## config.mk

```make
export PLATFORM = sky130hd
export DESIGN_NAME = selectable_message_checksum
export DESIGN_NICKNAME = d
export VERILOG_FILES = /design/src/sv/smc_pkg.sv /design/src/sv/selectable_message_checksum.sv /design/src/sv/smc_ctrl.sv /design/src/sv/smc_datapath.sv
export SDC_FILE = /design/constraint.sdc
export NUM_CORES = 2
export LEC_CHECK = 0
export ABC_AREA = 1
export ABC_CLOCK_PERIOD_IN_PS = 17050
export BUFFER_PORTS_ARGS = -buffer_cell sky130_fd_sc_hd__buf_2
export CAP_MARGIN = 30
export CORE_AREA = 2 2 715 433
export DETAILED_ROUTE_END_ITERATION = 6
export DIE_AREA = 0 0 717 435
export GPL_ROUTABILITY_DRIVEN = 1
export HOLD_SLACK_MARGIN = 0.02
export SETUP_SLACK_MARGIN = 0.05
export SYNTH_ARGS = -nofsm -noshare
export SYNTH_HDL_FRONTEND = slang
export SYNTH_HIERARCHICAL = 1
export SYNTH_SLANG_ARGS = --single-unit
```

## constraint.sdc

```tcl
create_clock -name clk -period 17.05 [get_ports clk]
set_input_delay 3.41 -clock clk [delete_from_list [all_inputs] [get_ports clk]]
set_output_delay 3.41 -clock clk [all_outputs]
set_load 0.005 [all_outputs]
```

## src/sv/smc_pkg.sv

```systemverilog
// ============================================================================
// smc_pkg
// Shared types and constants for the selectable message checksum.
// ============================================================================
package smc_pkg;

    typedef enum logic [1:0] {
        MODE_NONE   = 2'd0,
        MODE_SUM    = 2'd1,
        MODE_CRC    = 2'd2,
        MODE_SHA    = 2'd3
    } mode_t;

    typedef enum logic [3:0] {
        ST_IDLE,
        ST_RUN,
        ST_PAD,
        ST_PAD_RUN,
        ST_LEN,
        ST_LEN_RUN,
        ST_RESULT
    } state_t;

    // controller -> datapath
    typedef struct packed {
        logic       take_byte;   // absorb data_byte into sum, crc and byte count
        logic       buf_write;   // write buf_wdata at buf_idx
        logic [5:0] buf_idx;
        logic [7:0] buf_wdata;
        logic       round_start; // load round words from hash
        logic       round_step;  // one SHA round
        logic [5:0] round_idx;
        logic       hash_add;    // fold round words into hash
        logic       load_result;
        logic       clear;
    } smc_cmd_t;

    localparam logic [31:0] CRC_POLY = 32'hEDB88320;
    localparam logic [31:0] ALL_ONES = 32'hFFFFFFFF;
    localparam logic [7:0]  PAD_MARK = 8'h80;
    localparam logic [5:0]  LEN_START = 6'd56;

    localparam logic [31:0] ROUND_K [64] = '{
        32'h428a2f98,32'h71374491,32'hb5c0fbcf,32'he9b5dba5,32'h3956c25b,32'h59f111f1,
        32'h923f82a4,32'hab1c5ed5,32'hd807aa98,32'h12835b01,32'h243185be,32'h550c7dc3,
        32'h72be5d74,32'h80deb1fe,32'h9bdc06a7,32'hc19bf174,32'he49b69c1,32'hefbe4786,
        32'h0fc19dc6,32'h240ca1cc,32'h2de92c6f,32'h4a7484aa,32'h5cb0a9dc,32'h76f988da,
        32'h983e5152,32'ha831c66d,32'hb00327c8,32'hbf597fc7,32'hc6e00bf3,32'hd5a79147,
        32'h06ca6351,32'h14292967,32'h27b70a85,32'h2e1b2138,32'h4d2c6dfc,32'h53380d13,
        32'h650a7354,32'h766a0abb,32'h81c2c92e,32'h92722c85,32'ha2bfe8a1,32'ha81a664b,
        32'hc24b8b70,32'hc76c51a3,32'hd192e819,32'hd6990624,32'hf40e3585,32'h106aa070,
        32'h19a4c116,32'h1e376c08,32'h2748774c,32'h34b0bcb5,32'h391c0cb3,32'h4ed8aa4a,
        32'h5b9cca4f,32'h682e6ff3,32'h748f82ee,32'h78a5636f,32'h84c87814,32'h8cc70208,
        32'h90befffa,32'ha4506ceb,32'hbef9a3f7,32'hc67178f2
    };

    localparam logic [31:0] HASH_INIT [8] = '{
        32'h6a09e667,32'hbb67ae85,32'h3c6ef372,32'ha54ff53a,
        32'h510e527f,32'h9b05688c,32'h1f83d9ab,32'h5be0cd19
    };

endpackage

```

## src/sv/selectable_message_checksum.sv

```systemverilog
// ============================================================================
// selectable_message_checksum
// Message checksum over bytes: none, byte sum, CRC-32 or SHA-256 word H0.
// ============================================================================
//  channel | signals                              | accepted when
//  in      | in_valid in_stall data_byte has_byte is_last | valid && !stall
//  out     | out_valid out_stall checksum         | valid && !stall
//  cfg     | psel penable pwrite paddr pwdata prdata pready | write access
//
//  A byte is taken in ST_IDLE; a byte that fills a 64-byte block then runs the
//  SHA-256 rounds, one round per cycle. A last word then goes to ST_RESULT,
//  in SHA mode via padding bytes one per cycle and one or two 64-round blocks.
//  Reset spares buffers; a new word is taken only once the result has left.
module selectable_message_checksum (
    input  logic        clk,
    input  logic        rst_n,
    input  logic        in_valid,
    output logic        in_stall,
    input  logic [7:0]  data_byte,
    input  logic        has_byte,
    input  logic        is_last,
    output logic        out_valid,
    input  logic        out_stall,
    output logic [31:0] checksum,
    input  logic        psel,
    input  logic        penable,
    input  logic        pwrite,
    input  logic [1:0]  paddr,
    input  logic [31:0] pwdata,
    output logic [31:0] prdata,
    output logic        pready
);
    import smc_pkg::*;

    logic [1:0]  mode_reg;
    smc_cmd_t    cmd;
    logic [5:0]  fill;
    logic [63:0] bit_len;

    assign pready = 1'b1;
    assign prdata = (paddr == 2'd0) ? {30'd0, mode_reg} : 32'd0;

    always_ff @(posedge clk or negedge rst_n)
    begin
        if (!rst_n)
            mode_reg <= MODE_NONE;
        else if (psel && penable && pwrite && paddr == 2'd0)
            mode_reg <= pwdata[1:0];
    end

    smc_ctrl u_ctrl (
        .clk(clk), .rst_n(rst_n), .in_valid(in_valid), .in_stall(in_stall),
        .data_byte(data_byte), .has_byte(has_byte), .is_last(is_last),
        .mode(mode_reg), .fill(fill), .bit_len(bit_len), .cmd(cmd),
        .out_valid(out_valid), .out_stall(out_stall)
    );

    smc_datapath u_dp (
        .clk(clk), .rst_n(rst_n), .cmd(cmd), .mode(mode_reg),
        .data_byte(data_byte), .fill(fill), .bit_len(bit_len), .checksum(checksum)
    );

    a_no_accept_busy: assert property (@(posedge clk) disable iff (!rst_n)
        out_valid |-> in_stall) else $error("input taken with result pending");
    a_clear_once: assert property (@(posedge clk) disable iff (!rst_n)
        cmd.load_result |=> out_valid) else $error("result lost");
    a_no_take_in_round: assert property (@(posedge clk) disable iff (!rst_n)
        cmd.round_step |-> !cmd.take_byte) else $error("byte during rounds");

endmodule

```

## src/sv/smc_ctrl.sv

```systemverilog
// ============================================================================
// smc_ctrl
// Sequencer: byte intake, SHA-256 block rounds, padding and result handoff.
// ============================================================================
module smc_ctrl (
    input  logic                clk,
    input  logic                rst_n,
    input  logic                in_valid,
    output logic                in_stall,
    input  logic [7:0]          data_byte,
    input  logic                has_byte,
    input  logic                is_last,
    input  logic [1:0]          mode,
    input  logic [5:0]          fill,      // bytes in current block
    input  logic [63:0]         bit_len,
    output smc_pkg::smc_cmd_t   cmd,
    output logic                out_valid,
    input  logic                out_stall
);
    import smc_pkg::*;

    state_t     state_reg, state_next;
    logic [5:0] cnt_reg, cnt_next;
    logic       last_reg, last_next;
    logic       ov_reg, ov_next;
    logic       acc;
    logic       block_full;
    logic       is_sha;

    assign is_sha     = (mode_t'(mode) == MODE_SHA);
    assign in_stall   = (state_reg != ST_IDLE) || ov_reg;
    assign acc        = in_valid && !in_stall;
    assign block_full = has_byte && (fill == 6'd63);
    assign out_valid  = ov_reg;

    always_comb
    begin
        state_next = state_reg;
        cnt_next   = cnt_reg;
        last_next  = last_reg;
        case (state_reg)
            ST_IDLE:
            begin
                if (acc)
                begin
                    last_next = is_last;
                    cnt_next  = 6'd0;
                    if (block_full)
                        state_next = ST_RUN;
                    else if (is_last)
                        state_next = is_sha ? ST_PAD : ST_RESULT;
                end
            end
            ST_RUN:
            begin
                cnt_next = cnt_reg + 6'd1;
                if (cnt_reg == 6'd63)
                    state_next = last_reg ? (is_sha ? ST_PAD : ST_RESULT) : ST_IDLE;
            end
            ST_PAD:
            begin
                cnt_next = 6'd0;
                if (fill == 6'd63)
                    state_next = ST_PAD_RUN;
                else if (fill >= LEN_START)
                    state_next = ST_PAD;
                else
                    state_next = ST_LEN;
            end
            ST_PAD_RUN:
            begin
                cnt_next = cnt_reg + 6'd1;
                if (cnt_reg == 6'd63)
                    state_next = ST_LEN;
            end
            ST_LEN:
            begin
                cnt_next = 6'd0;
                if (fill == 6'd63)
                    state_next = ST_LEN_RUN;
            end
            ST_LEN_RUN:
            begin
                cnt_next = cnt_reg + 6'd1;
                if (cnt_reg == 6'd63)
                    state_next = ST_RESULT;
            end
            ST_RESULT:
            begin
                state_next = ST_IDLE;
            end
            default:
            begin
                state_next = ST_IDLE;
            end
        endcase
    end

    always_comb
    begin
        ov_next = ov_reg;
        if (ov_reg && !out_stall)
            ov_next = 1'b0;
        if (state_reg == ST_RESULT)
            ov_next = 1'b1;
    end

    // buffer write mux: pad bytes zero except the mark, length bytes big-endian
    logic [7:0] len_byte;
    always_comb
    begin
        len_byte = bit_len[{~fill[2:0], 3'b000} +: 8];
    end

    always_comb
    begin
        cmd             = '0;
        cmd.buf_idx     = fill;
        cmd.round_idx   = cnt_reg;
        case (state_reg)
            ST_IDLE:
            begin
                cmd.take_byte = acc && has_byte;
                cmd.buf_write = acc && has_byte;
                cmd.buf_wdata = data_byte;
                cmd.round_start = acc && block_full;
            end
            ST_RUN, ST_PAD_RUN, ST_LEN_RUN:
            begin
                cmd.round_step = 1'b1;
                cmd.hash_add   = (cnt_reg == 6'd63);
            end
            ST_PAD:
            begin
                cmd.buf_write   = 1'b1;
                cmd.buf_wdata   = last_reg ? PAD_MARK : 8'd0;
                cmd.round_start = (fill == 6'd63);
            end
            ST_LEN:
            begin
                cmd.buf_write   = 1'b1;
                cmd.buf_wdata   = (fill >= LEN_START) ? len_byte : 8'd0;
                cmd.round_start = (fill == 6'd63);
            end
            ST_RESULT:
            begin
                cmd.load_result = 1'b1;
                cmd.clear       = 1'b1;
            end
            default:
            begin
                cmd.buf_wdata = 8'd0;
            end
        endcase
    end

    // last_reg doubles as "mark not yet written" during padding
    logic last_pad;
    assign last_pad = (state_reg == ST_PAD) ? 1'b0 : last_next;

    always_ff @(posedge clk or negedge rst_n)
    begin
        if (!rst_n)
        begin
            state_reg <= ST_IDLE;
            cnt_reg   <= 6'd0;
            last_reg  <= 1'b0;
            ov_reg    <= 1'b0;
        end
        else
        begin
            state_reg <= state_next;
            cnt_reg   <= cnt_next;
            last_reg  <= last_pad;
            ov_reg    <= ov_next;
        end
    end

endmodule

```

## src/sv/smc_datapath.sv

```systemverilog
// ============================================================================
// smc_datapath
// Byte sum, bitwise CRC-32, block buffer, SHA-256 round unit and hash state.
// ============================================================================
module smc_datapath (
    input  logic                clk,
    input  logic                rst_n,
    input  smc_pkg::smc_cmd_t   cmd,
    input  logic [1:0]          mode,
    input  logic [7:0]          data_byte,
    output logic [5:0]          fill,
    output logic [63:0]         bit_len,
    output logic [31:0]         checksum
);
    import smc_pkg::*;

    logic [31:0] sum_reg;
    logic [31:0] crc_reg, crc_next;
    logic [60:0] count_reg;
    logic [5:0]  pfill_reg;           // padding write position
    logic [31:0] hash_reg [8];
    logic [31:0] rw_reg [8];
    logic [31:0] win_reg [16];
    logic [31:0] buf_reg [16];        // block as big-endian words
    logic [31:0] res_reg;
    logic        pad_mode_reg;

    assign bit_len  = {count_reg, 3'b000};
    assign fill     = pad_mode_reg ? pfill_reg : count_reg[5:0];
    assign checksum = res_reg;

    always_comb
    begin
        crc_next = crc_reg ^ {24'd0, data_byte};
        for (int k = 0; k < 8; k++)
            crc_next = crc_next[0] ? ((crc_next >> 1) ^ CRC_POLY) : (crc_next >> 1);
    end

    // message schedule word for this round
    logic [31:0] w, w2, w15, s0, s1, t1, t2, a, e, wb;
    logic [5:0]  ri;
    always_comb
    begin
        ri  = cmd.round_idx;
        wb  = buf_reg[ri[3:0]];
        w2  = win_reg[4'(ri - 6'd2)];
        w15 = win_reg[4'(ri - 6'd15)];
        s0  = {w15[6:0], w15[31:7]} ^ {w15[17:0], w15[31:18]} ^ (w15 >> 3);
        s1  = {w2[16:0], w2[31:17]} ^ {w2[18:0], w2[31:19]} ^ (w2 >> 10);
        w   = (ri < 6'd16) ? wb
              : s1 + win_reg[4'(ri - 6'd7)] + s0 + win_reg[ri[3:0]];
        a   = rw_reg[0];
        e   = rw_reg[4];
        t1  = rw_reg[7] + ({e[5:0], e[31:6]} ^ {e[10:0], e[31:11]} ^ {e[24:0], e[31:25]})
              + ((e & rw_reg[5]) ^ (~e & rw_reg[6])) + ROUND_K[ri] + w;
        t2  = ({a[1:0], a[31:2]} ^ {a[12:0], a[31:13]} ^ {a[21:0], a[31:22]})
              + ((a & rw_reg[1]) ^ (a & rw_reg[2]) ^ (rw_reg[1] & rw_reg[2]));
    end

    always_ff @(posedge clk)
    begin
        if (cmd.buf_write)
            buf_reg[cmd.buf_idx[5:2]][{~cmd.buf_idx[1:0], 3'b000} +: 8] <= cmd.buf_wdata;
        if (cmd.round_step)
            win_reg[ri[3:0]] <= w;
        if (cmd.round_start)
            rw_reg <= hash_reg;
        else if (cmd.round_step)
        begin
            rw_reg[7] <= rw_reg[6];
            rw_reg[6] <= rw_reg[5];
            rw_reg[5] <= rw_reg[4];
            rw_reg[4] <= rw_reg[3] + t1;
            rw_reg[3] <= rw_reg[2];
            rw_reg[2] <= rw_reg[1];
            rw_reg[1] <= rw_reg[0];
            rw_reg[0] <= t1 + t2;
        end
        if (cmd.load_result)
        begin
            case (mode_t'(mode))
                MODE_SUM: res_reg <= sum_reg;
                MODE_CRC: res_reg <= crc_reg ^ ALL_ONES;
                MODE_SHA: res_reg <= hash_reg[0];
                default:  res_reg <= 32'd0;
            endcase
        end
    end

    // hash_add fires on the last round, whose update is not yet in rw_reg
    logic [31:0] rw_last [8];
    always_comb
    begin
        rw_last[0] = t1 + t2;
        rw_last[1] = rw_reg[0];
        rw_last[2] = rw_reg[1];
        rw_last[3] = rw_reg[2];
        rw_last[4] = rw_reg[3] + t1;
        rw_last[5] = rw_reg[4];
        rw_last[6] = rw_reg[5];
        rw_last[7] = rw_reg[6];
    end

    always_ff @(posedge clk or negedge rst_n)
    begin
        if (!rst_n)
        begin
            sum_reg      <= 32'd0;
            crc_reg      <= ALL_ONES;
            count_reg    <= '0;
            pfill_reg    <= 6'd0;
            pad_mode_reg <= 1'b0;
            hash_reg     <= HASH_INIT;
        end
        else if (cmd.clear)
        begin
            sum_reg      <= 32'd0;
            crc_reg      <= ALL_ONES;
            count_reg    <= '0;
            pfill_reg    <= 6'd0;
            pad_mode_reg <= 1'b0;
            hash_reg     <= HASH_INIT;
        end
        else
        begin
            if (cmd.take_byte)
            begin
                sum_reg   <= sum_reg + {24'd0, data_byte};
                crc_reg   <= crc_next;
                count_reg <= count_reg + 61'd1;
            end
            else if (cmd.buf_write)
            begin
                pad_mode_reg <= 1'b1;
                pfill_reg    <= fill + 6'd1;
            end
            if (cmd.hash_add)
                for (int i = 0; i < 8; i++)
                    hash_reg[i] <= hash_reg[i] + rw_last[i];
        end
    end

endmodule
```

=== Word level (Yosys, flattened, before mapping) ===
Memories as Yosys holds them, arrays and structs flattened.
Cells that the tools add are included.

* Register bits: 690
* Memory bits (writable): 1024
* Logic and storage cells: 200
* Memory bits (read-only): 2048
* Output and inout bits: 67
* Memories: 3
* Input port bits: 51

{| class="wikitable"
|+ Memory list
! name !! depth !! bits a word !! rd ports !! clocked after memory_dff !! write ports !! line !! RTL
|-
| (name not given) || 64 || 32 || 1 || 0 || 0 || smc_datapath.sv:55 || <nowiki>+ ((e & rw_reg[5]) ^ (~e & rw_reg[6])) + ROUND_K[ri] + w;</nowiki>
|-
| u_dp.buf_reg || 16 || 32 || 1 || 0 || 1 || smc_datapath.sv:24 || <nowiki>logic [31:0] buf_reg [16];</nowiki>
|-
| u_dp.win_reg || 16 || 32 || 4 || 0 || 1 || smc_datapath.sv:23 || <nowiki>logic [31:0] win_reg [16];</nowiki>
|}

* Bitwise operators: 30
* Shifts and indexed selects: 3
* Mux-type cells: 62
* Eq/ne operators: 18
* Add/subtract/negate cells: 26
* Magnitude comparators: 3
* Reduce and logical (&&, ||, !) cells: 28

{| class="wikitable"
|+ Operator list
! cell !! number
|-
| $mux 256 || 4
|-
| $add 32x32->32 || 18
|-
| $mux 32 || 16
|-
| $xor 32x32->32 || 9
|-
| $and 32x32->32 || 5
|-
| $mux 61 || 2
|-
| $not 13->14 || 8
|-
| $pmux 32 s3 || 1
|-
| $not 32->32 || 2
|-
| $shiftx 64x7->8 || 1
|-
| $add 61x1->61 const B || 1
|-
| $mux 4 || 9
|-
| $add 32x8->32 || 1
|-
| $shift 8x7->32 const A || 1
|-
| $shiftx 8x7->32 || 1
|-
| $xor 32x22->32 || 1
|-
| $xor 32x29->32 || 1
|-
| $xor 32x8->32 || 1
|-
| $mux 6 || 5
|-
| $pmux 4 s6 || 1
|-
| $pmux 8 s3 || 1
|-
| $pmux 6 s3 || 1
|-
| $mux 8 || 2
|-
| $mux 1 || 14
|-
| 35 further kinds || 64
|}

=== Longest topological paths before layout ===
* Word-level depth: 19
* Depth in mapped cells: 80
* Mapped depth without buffers: 71

=== Cells and area by module ===
Netlist, hierarchy kept.

{| class="wikitable"
|+ Modules (own cells, without submodules)
! module !! times used !! area each (µm²) !! cells an instance !! sequential area each (µm²)
|-
| smc_datapath || 1 || 104437.7 || 11624 || 49317.3
|-
| smc_ctrl || 1 || 1572.8 || 267 || 275.3
|-
| selectable_message_checksum || 1 || 372.9 || 51 || 50.0
|}

=== Worst setup path before layout ===
No wires, ideal clock.

* Kind: register -> register
* Start point: reg u_ctrl.cnt_reg[1]
* End point: reg u_dp/hash_reg[254] (netlist bit)
* Path buffers: 8
* Cell stages (with the launch flop): 61
* Slack: 3.971 ns
* Clock period less this slack: 13.079 ns
* Required time: 16.990 ns
* Arrival time: 13.019 ns
* Library setup time: 0.060 ns
* Cells stage by stage: dfrtp_1 > inv_2 > buf_2 > buf_2 > clkbuf_1 > buf_1 > ha_1 > buf_2 > inv_1 > clkbuf_1 > clkbuf_1 > clkbuf_1 > o211ai_1 > a31oi_1 > xor2_1 > fa_1 > inv_1 > fa_1 > [25 not listed] > nor3_1 > a21oi_1 > o21ai_0 > inv_1 > o21ai_0 > xor2_1 > ha_1 > nand2_1 > nor4_1 > nand3_1 > nand3_1 > nand2_1 > o211ai_1 > nand4_1 > nand3_1 > xor2_1 > o22ai_1 > inv_1

* Cells in the longest elaborated chain, start to end: 13
* Elaborated cells between the ends (all ways): 27
* Those cells by class: 10 x add/sub; 1 x order compare; 1 x eq/ne; 6 x mux; 5 x bitwise; 1 x reduce/logical; 3 x memory

{| class="wikitable"
|+ RTL lines
! item !! line !! RTL
|-
| from (decl) || smc_ctrl.sv:23 || <nowiki>logic [5:0] cnt_reg, cnt_next;</nowiki>
|-
| from (signal assigned) || smc_ctrl.sv:173 || <nowiki>cnt_reg <= cnt_next;</nowiki>
|-
| $sub 4x2->4 || smc_datapath.sv:46 || <nowiki>w2 = win_reg[4'(ri - 6'd2)];</nowiki>
|-
| $mem_v2 16x32 || n/a ||
|-
| $xor 32x32->32 || smc_datapath.sv:49 || <nowiki>s1 = {w2[16:0], w2[31:17]} ^ {w2[18:0], w2[31:19]} ^ (w2 >> 10);</nowiki>
|-
| $xor 32x22->32 || smc_datapath.sv:49 ||
|-
| $add 32x32->32 (3 in a row) || smc_datapath.sv:51 || <nowiki>: s1 + win_reg[4'(ri - 6'd7)] + s0 + win_reg[ri[3:0]];</nowiki>
|-
| $mux 32 (*) || smc_datapath.sv:50 || <nowiki>w = (ri < 6'd16) ? wb</nowiki>
|-
| via u_dp.w[4] || smc_datapath.sv:40 || <nowiki>logic [31:0] w, w2, w15, s0, s1, t1, t2, a, e, wb;</nowiki>
|-
| $add 32x32->32 (*) || smc_datapath.sv:55 ||
|-
| $add 32x32->32 (*) || smc_datapath.sv:94 || <nowiki>rw_last[0] = t1 + t2;</nowiki>
|-
| $add 32x32->32 (*) || smc_datapath.sv:139 || <nowiki>hash_reg[i] <= hash_reg[i] + rw_last[i];</nowiki>
|-
| $mux 256 (*) || smc_datapath.sv:137 || <nowiki>if (cmd.hash_add)</nowiki>
|-
| $mux 256 (*) || smc_datapath.sv:115 || <nowiki>else if (cmd.clear)</nowiki>
|-
| to (signal, indexed assignment) || smc_datapath.sv:139 ||
|-
| to (decl) || smc_datapath.sv:21 || <nowiki>logic [31:0] hash_reg [8];</nowiki>
|}

Mark *: on every way through the listed nets, which the timed path passes. The rest lies on a longest branch. The select of a mux whose other input is x is not followed.
A chain may end at the register's enable or synchronous reset.

=== Worst setup path after layout ===
* Start point: reg u_ctrl.cnt_reg[0]
* End point: reg u_dp/hash_reg[255] (netlist bit)

* Cells in the longest elaborated chain, start to end: 13
* Elaborated cells between the ends (all ways): 27
* Those cells by class: 10 x add/sub; 1 x order compare; 1 x eq/ne; 6 x mux; 5 x bitwise; 1 x reduce/logical; 3 x memory

{| class="wikitable"
|+ RTL lines
! item !! line
|-
| $sub 4x2->4 || smc_datapath.sv:46
|-
| $mem_v2 16x32 || n/a
|-
| $xor 32x32->32 || smc_datapath.sv:49
|-
| $xor 32x22->32 || smc_datapath.sv:49
|-
| $add 32x32->32 (3 in a row) || smc_datapath.sv:51
|-
| $mux 32 || smc_datapath.sv:50
|-
| $add 32x32->32 || smc_datapath.sv:55
|-
| $add 32x32->32 || smc_datapath.sv:94
|-
| $add 32x32->32 || smc_datapath.sv:139
|-
| $mux 256 || smc_datapath.sv:137
|-
| $mux 256 || smc_datapath.sv:115
|}

Parallel ways exist; a longest one is shown, timed or not. The select of a mux whose other input is x is not followed.

==> out/metrics.yaml <==
fmax_ghz: 0.0632
cts_tree: "yes"
period_minus_slack_ns: 15.83
yosys.area.top_type: "edfxtp_1"
slew_headroom: 0.246
clk_latency_ns: 0.90
cp-start-kind: "flip-flop"
clockRootBuffer: "clkbuf_16"
hpwl_um: 271000
synth_area_leaders: "edfxtp_1, nand2_1, o21ai_0, dfrtp_1, inv_1"
final_cell_mix: "nand2_1, inv_1, o21ai_0"
finalClockSkew_ns: 0.0752
end_kind: "flip-flop"
cts_setup_buffers: 0
hold_path_depth: 1
start_util: 0.347
fp.dieH_um: 435
final_cell_area_um2: 117000
tightest_slew_ns: 1.13
clkTransAtPathRegs_ns: 0.06
postCtsHoldBufs: 0
synth_cell_types: 87
synth_top_flop_cell: "edfxtp_1"
dieWidth_um: 717
area_growth_pct: 10.1
cpMostUsedCell: "nand2_1"
slowest_stage: "ha_4"
ff2ff_setup_slack_ns: 1.22
drc: 0
syn-instance-count: 11900
fillers: 30700
arrival_ns: 16.55
fin_nets: 12500
grt_max_degree: 200
worstHoldPathType: "flip-flop to flip-flop"
wl_per_cell_um: 23.8
async_flop_share: 0.234
cts_sinks: 1713
critical_path_class: "flip-flop to flip-flop"
ys_ff_latch: 1713
drtPass1Iterations: 6
setup_viol: 0
fp-row-count: 158
reg2reg_to: "u_dp/hash_reg[255]$_DFFE_PN0P_"
r2r_start: "u_ctrl/cnt_reg[0]$_DFFE_PN0P_"
io_buffer_count: 56
dpl_cell_area_um2: 111000
gp_congestion: 1.01
yosysWarningCount: 6
drive_gt1_frac: 0.0742
drt_wl_total_um: 383000
fp.dieArea_um2: 312000
grt_antenna_before_repair: 7
grt_remaining_overflow: 0
cp_max_fo: 85
reg2regPathDepth: 60
vias: 89200
status: "complete, no violations"
viasPerCell: 5.55
slew_viol_final: 0
cp.required_ns: 17.77
netlist.area_leader.share: 0.370
synth_edf_count: 1312
htree_levels: 4
ys_seq_area_frac: 0.467
finalSetupTns_ns: 0
maxCapViolCount: 0
period_share: 0.929
grt_pass1_vias: 79400
ios: 118
final_antenna_net_count: 0
drt_iter0_drc: 13500
numCtsBuffers: 177
grt.total_usage: 0.238
ctsResizeCount: 0
coreArea_um2: 306000
grt_pass1_wl_um: 555000
hold_violations: 0
slowest_delay_ns: 0.77
cts_buffer_depth: 4
min_to: "u_dp/count_reg[60]$_DFFE_PN0P_"
rsz0062_at_grt: "false"
mappedNetlistArea_um2: 106000
final_common_cell: "nand2_1"
min-delay-start: "u_dp/count_reg[60]$_DFFE_PN0P_"
syn_avg_cell_area_um2: 8.91
-- worst max path at each step --
stage	cells after the start	slack, ns	endpoint	start
after floorplan	60	3.97	u_dp/hash_reg[254]$_DFFE_PN1P_	u_ctrl/cnt_reg[1]$_DFFE_PN0P_
after global placement	62	1.96	u_dp/hash_reg[255]$_DFFE_PN0P_	u_ctrl/cnt_reg[0]$_DFFE_PN0P_
after detailed placement	57	1.73	u_dp/hash_reg[254]$_DFFE_PN1P_	u_ctrl/cnt_reg[0]$_DFFE_PN0P_
after CTS	57	1.63	u_dp/hash_reg[254]$_DFFE_PN1P_	u_ctrl/cnt_reg[0]$_DFFE_PN0P_
after global routing	61	0.27	u_dp/hash_reg[254]$_DFFE_PN1P_	u_ctrl/cnt_reg[0]$_DFFE_PN0P_
final	60	1.22	u_dp/hash_reg[255]$_DFFE_PN0P_	u_ctrl/cnt_reg[0]$_DFFE_PN0P_
-- per-layer routing --
metal / GRT usage / routed length (µm) / vias to the layer above
li1: - / - / 40900
met1: 0.391 / 184000 / 42900
met2: 0.292 / 138000 / 4941
met3: 0.0811 / 54800 / 423
met4: 0.0387 / 6300 / 4
met5: 0 / 21 / -
-- Yosys cell counts, drive strengths merged, types with 4 or more instances --
master and n:
o2111ai 7, a31o 6, a311oi 12, a22o 8, clkbuf 340, nand4 49
inv 1543, a21boi 15, edfxtp 1312, a211oi 27, a21o 28, nor2 765
dfrtp 233, nand3 371, buf 249, o31ai 25, nor3 124, nand2 2067
o21a 32, o221a 6, o32ai 5, o21bai 25, or2 27, mux2i 51
a2111oi 7, clkinv 9, o22ai 190, dfstp 168, a32oi 5, a31oi 83
fa 198, nor4 49, or4 12, xnor2 198, a22oi 271, a21oi 945
o211ai 124, xor2 351, ha 424, o21ai 1455, a221oi 30, nand3b 4
o221ai 57, o311ai 6
-- area by class of cell --
type | instances | area, µm² | area share
inverters | 1552 | 5860 | 0.0500
well taps | 4080 | 5100 | 0.0436
clock buffers | 221 | 4720 | 0.0402
flip-flops and latches | 1713 | 49700 | 0.424
multi-input cells | 8119 | 48700 | 0.416
repair buffers | 290 | 2290 | 0.0196
clock inverters | 92 | 816 | 0.00696
diodes | 6 | 15.0 | 0.000128
-- critical path, delay by kind of cell (launching register included) --
kind,cells,cell delay [ns]
AOI/OAI and AO/OA,18,5.10
xor gates and xnor gates,4,1.55
adders and majority gates,11,5.13
buffers and inverters,10,1.30
DFF,1,0.73
and+or+nand+nor,17,1.68
-- metrics by stage --
| step | setup WS (ns) | util | hold slack [ns] | instances |
|---|---|---|---|---|
| after floorplan | 3.97 | - | 0.439 | 12000 |
| after global routing | 0.273 | 0.383 | 0.501 | 16100 |
| after CTS | 1.63 | 0.382 | 0.481 | 16100 |
| final | 1.22 | 0.383 | 0.472 | 16100 |
| after detailed placement | 1.73 | 0.364 | 0.471 | 15700 |
| after global placement | 1.96 | 0.363 | 0.469 | 15700 |
-- cells by family (layout without fill, tap and decap cells) --
logic type | after synthesis | count (layout) | share of synthesized area
AO/OA/AOI/OAI | 3386 | 3386 | 0.182
XOR/XNOR | 549 | 549 | 0.0453
adder cells (fa/ha/maj) | 622 | 622 | 0.0871
buffers and inverters | 2141 | 2155 | 0.0796
flip-flops | 1713 | 1713 | 0.467
multiplexers | 51 | 51 | 0.00480
other | 3 | 40 | 0.000106
AND/OR/NAND/NOR | 3477 | 3477 | 0.134
Power is not shown: default switching activity piles up to over one toggle a cycle in this logic, so the estimate is an artifact.
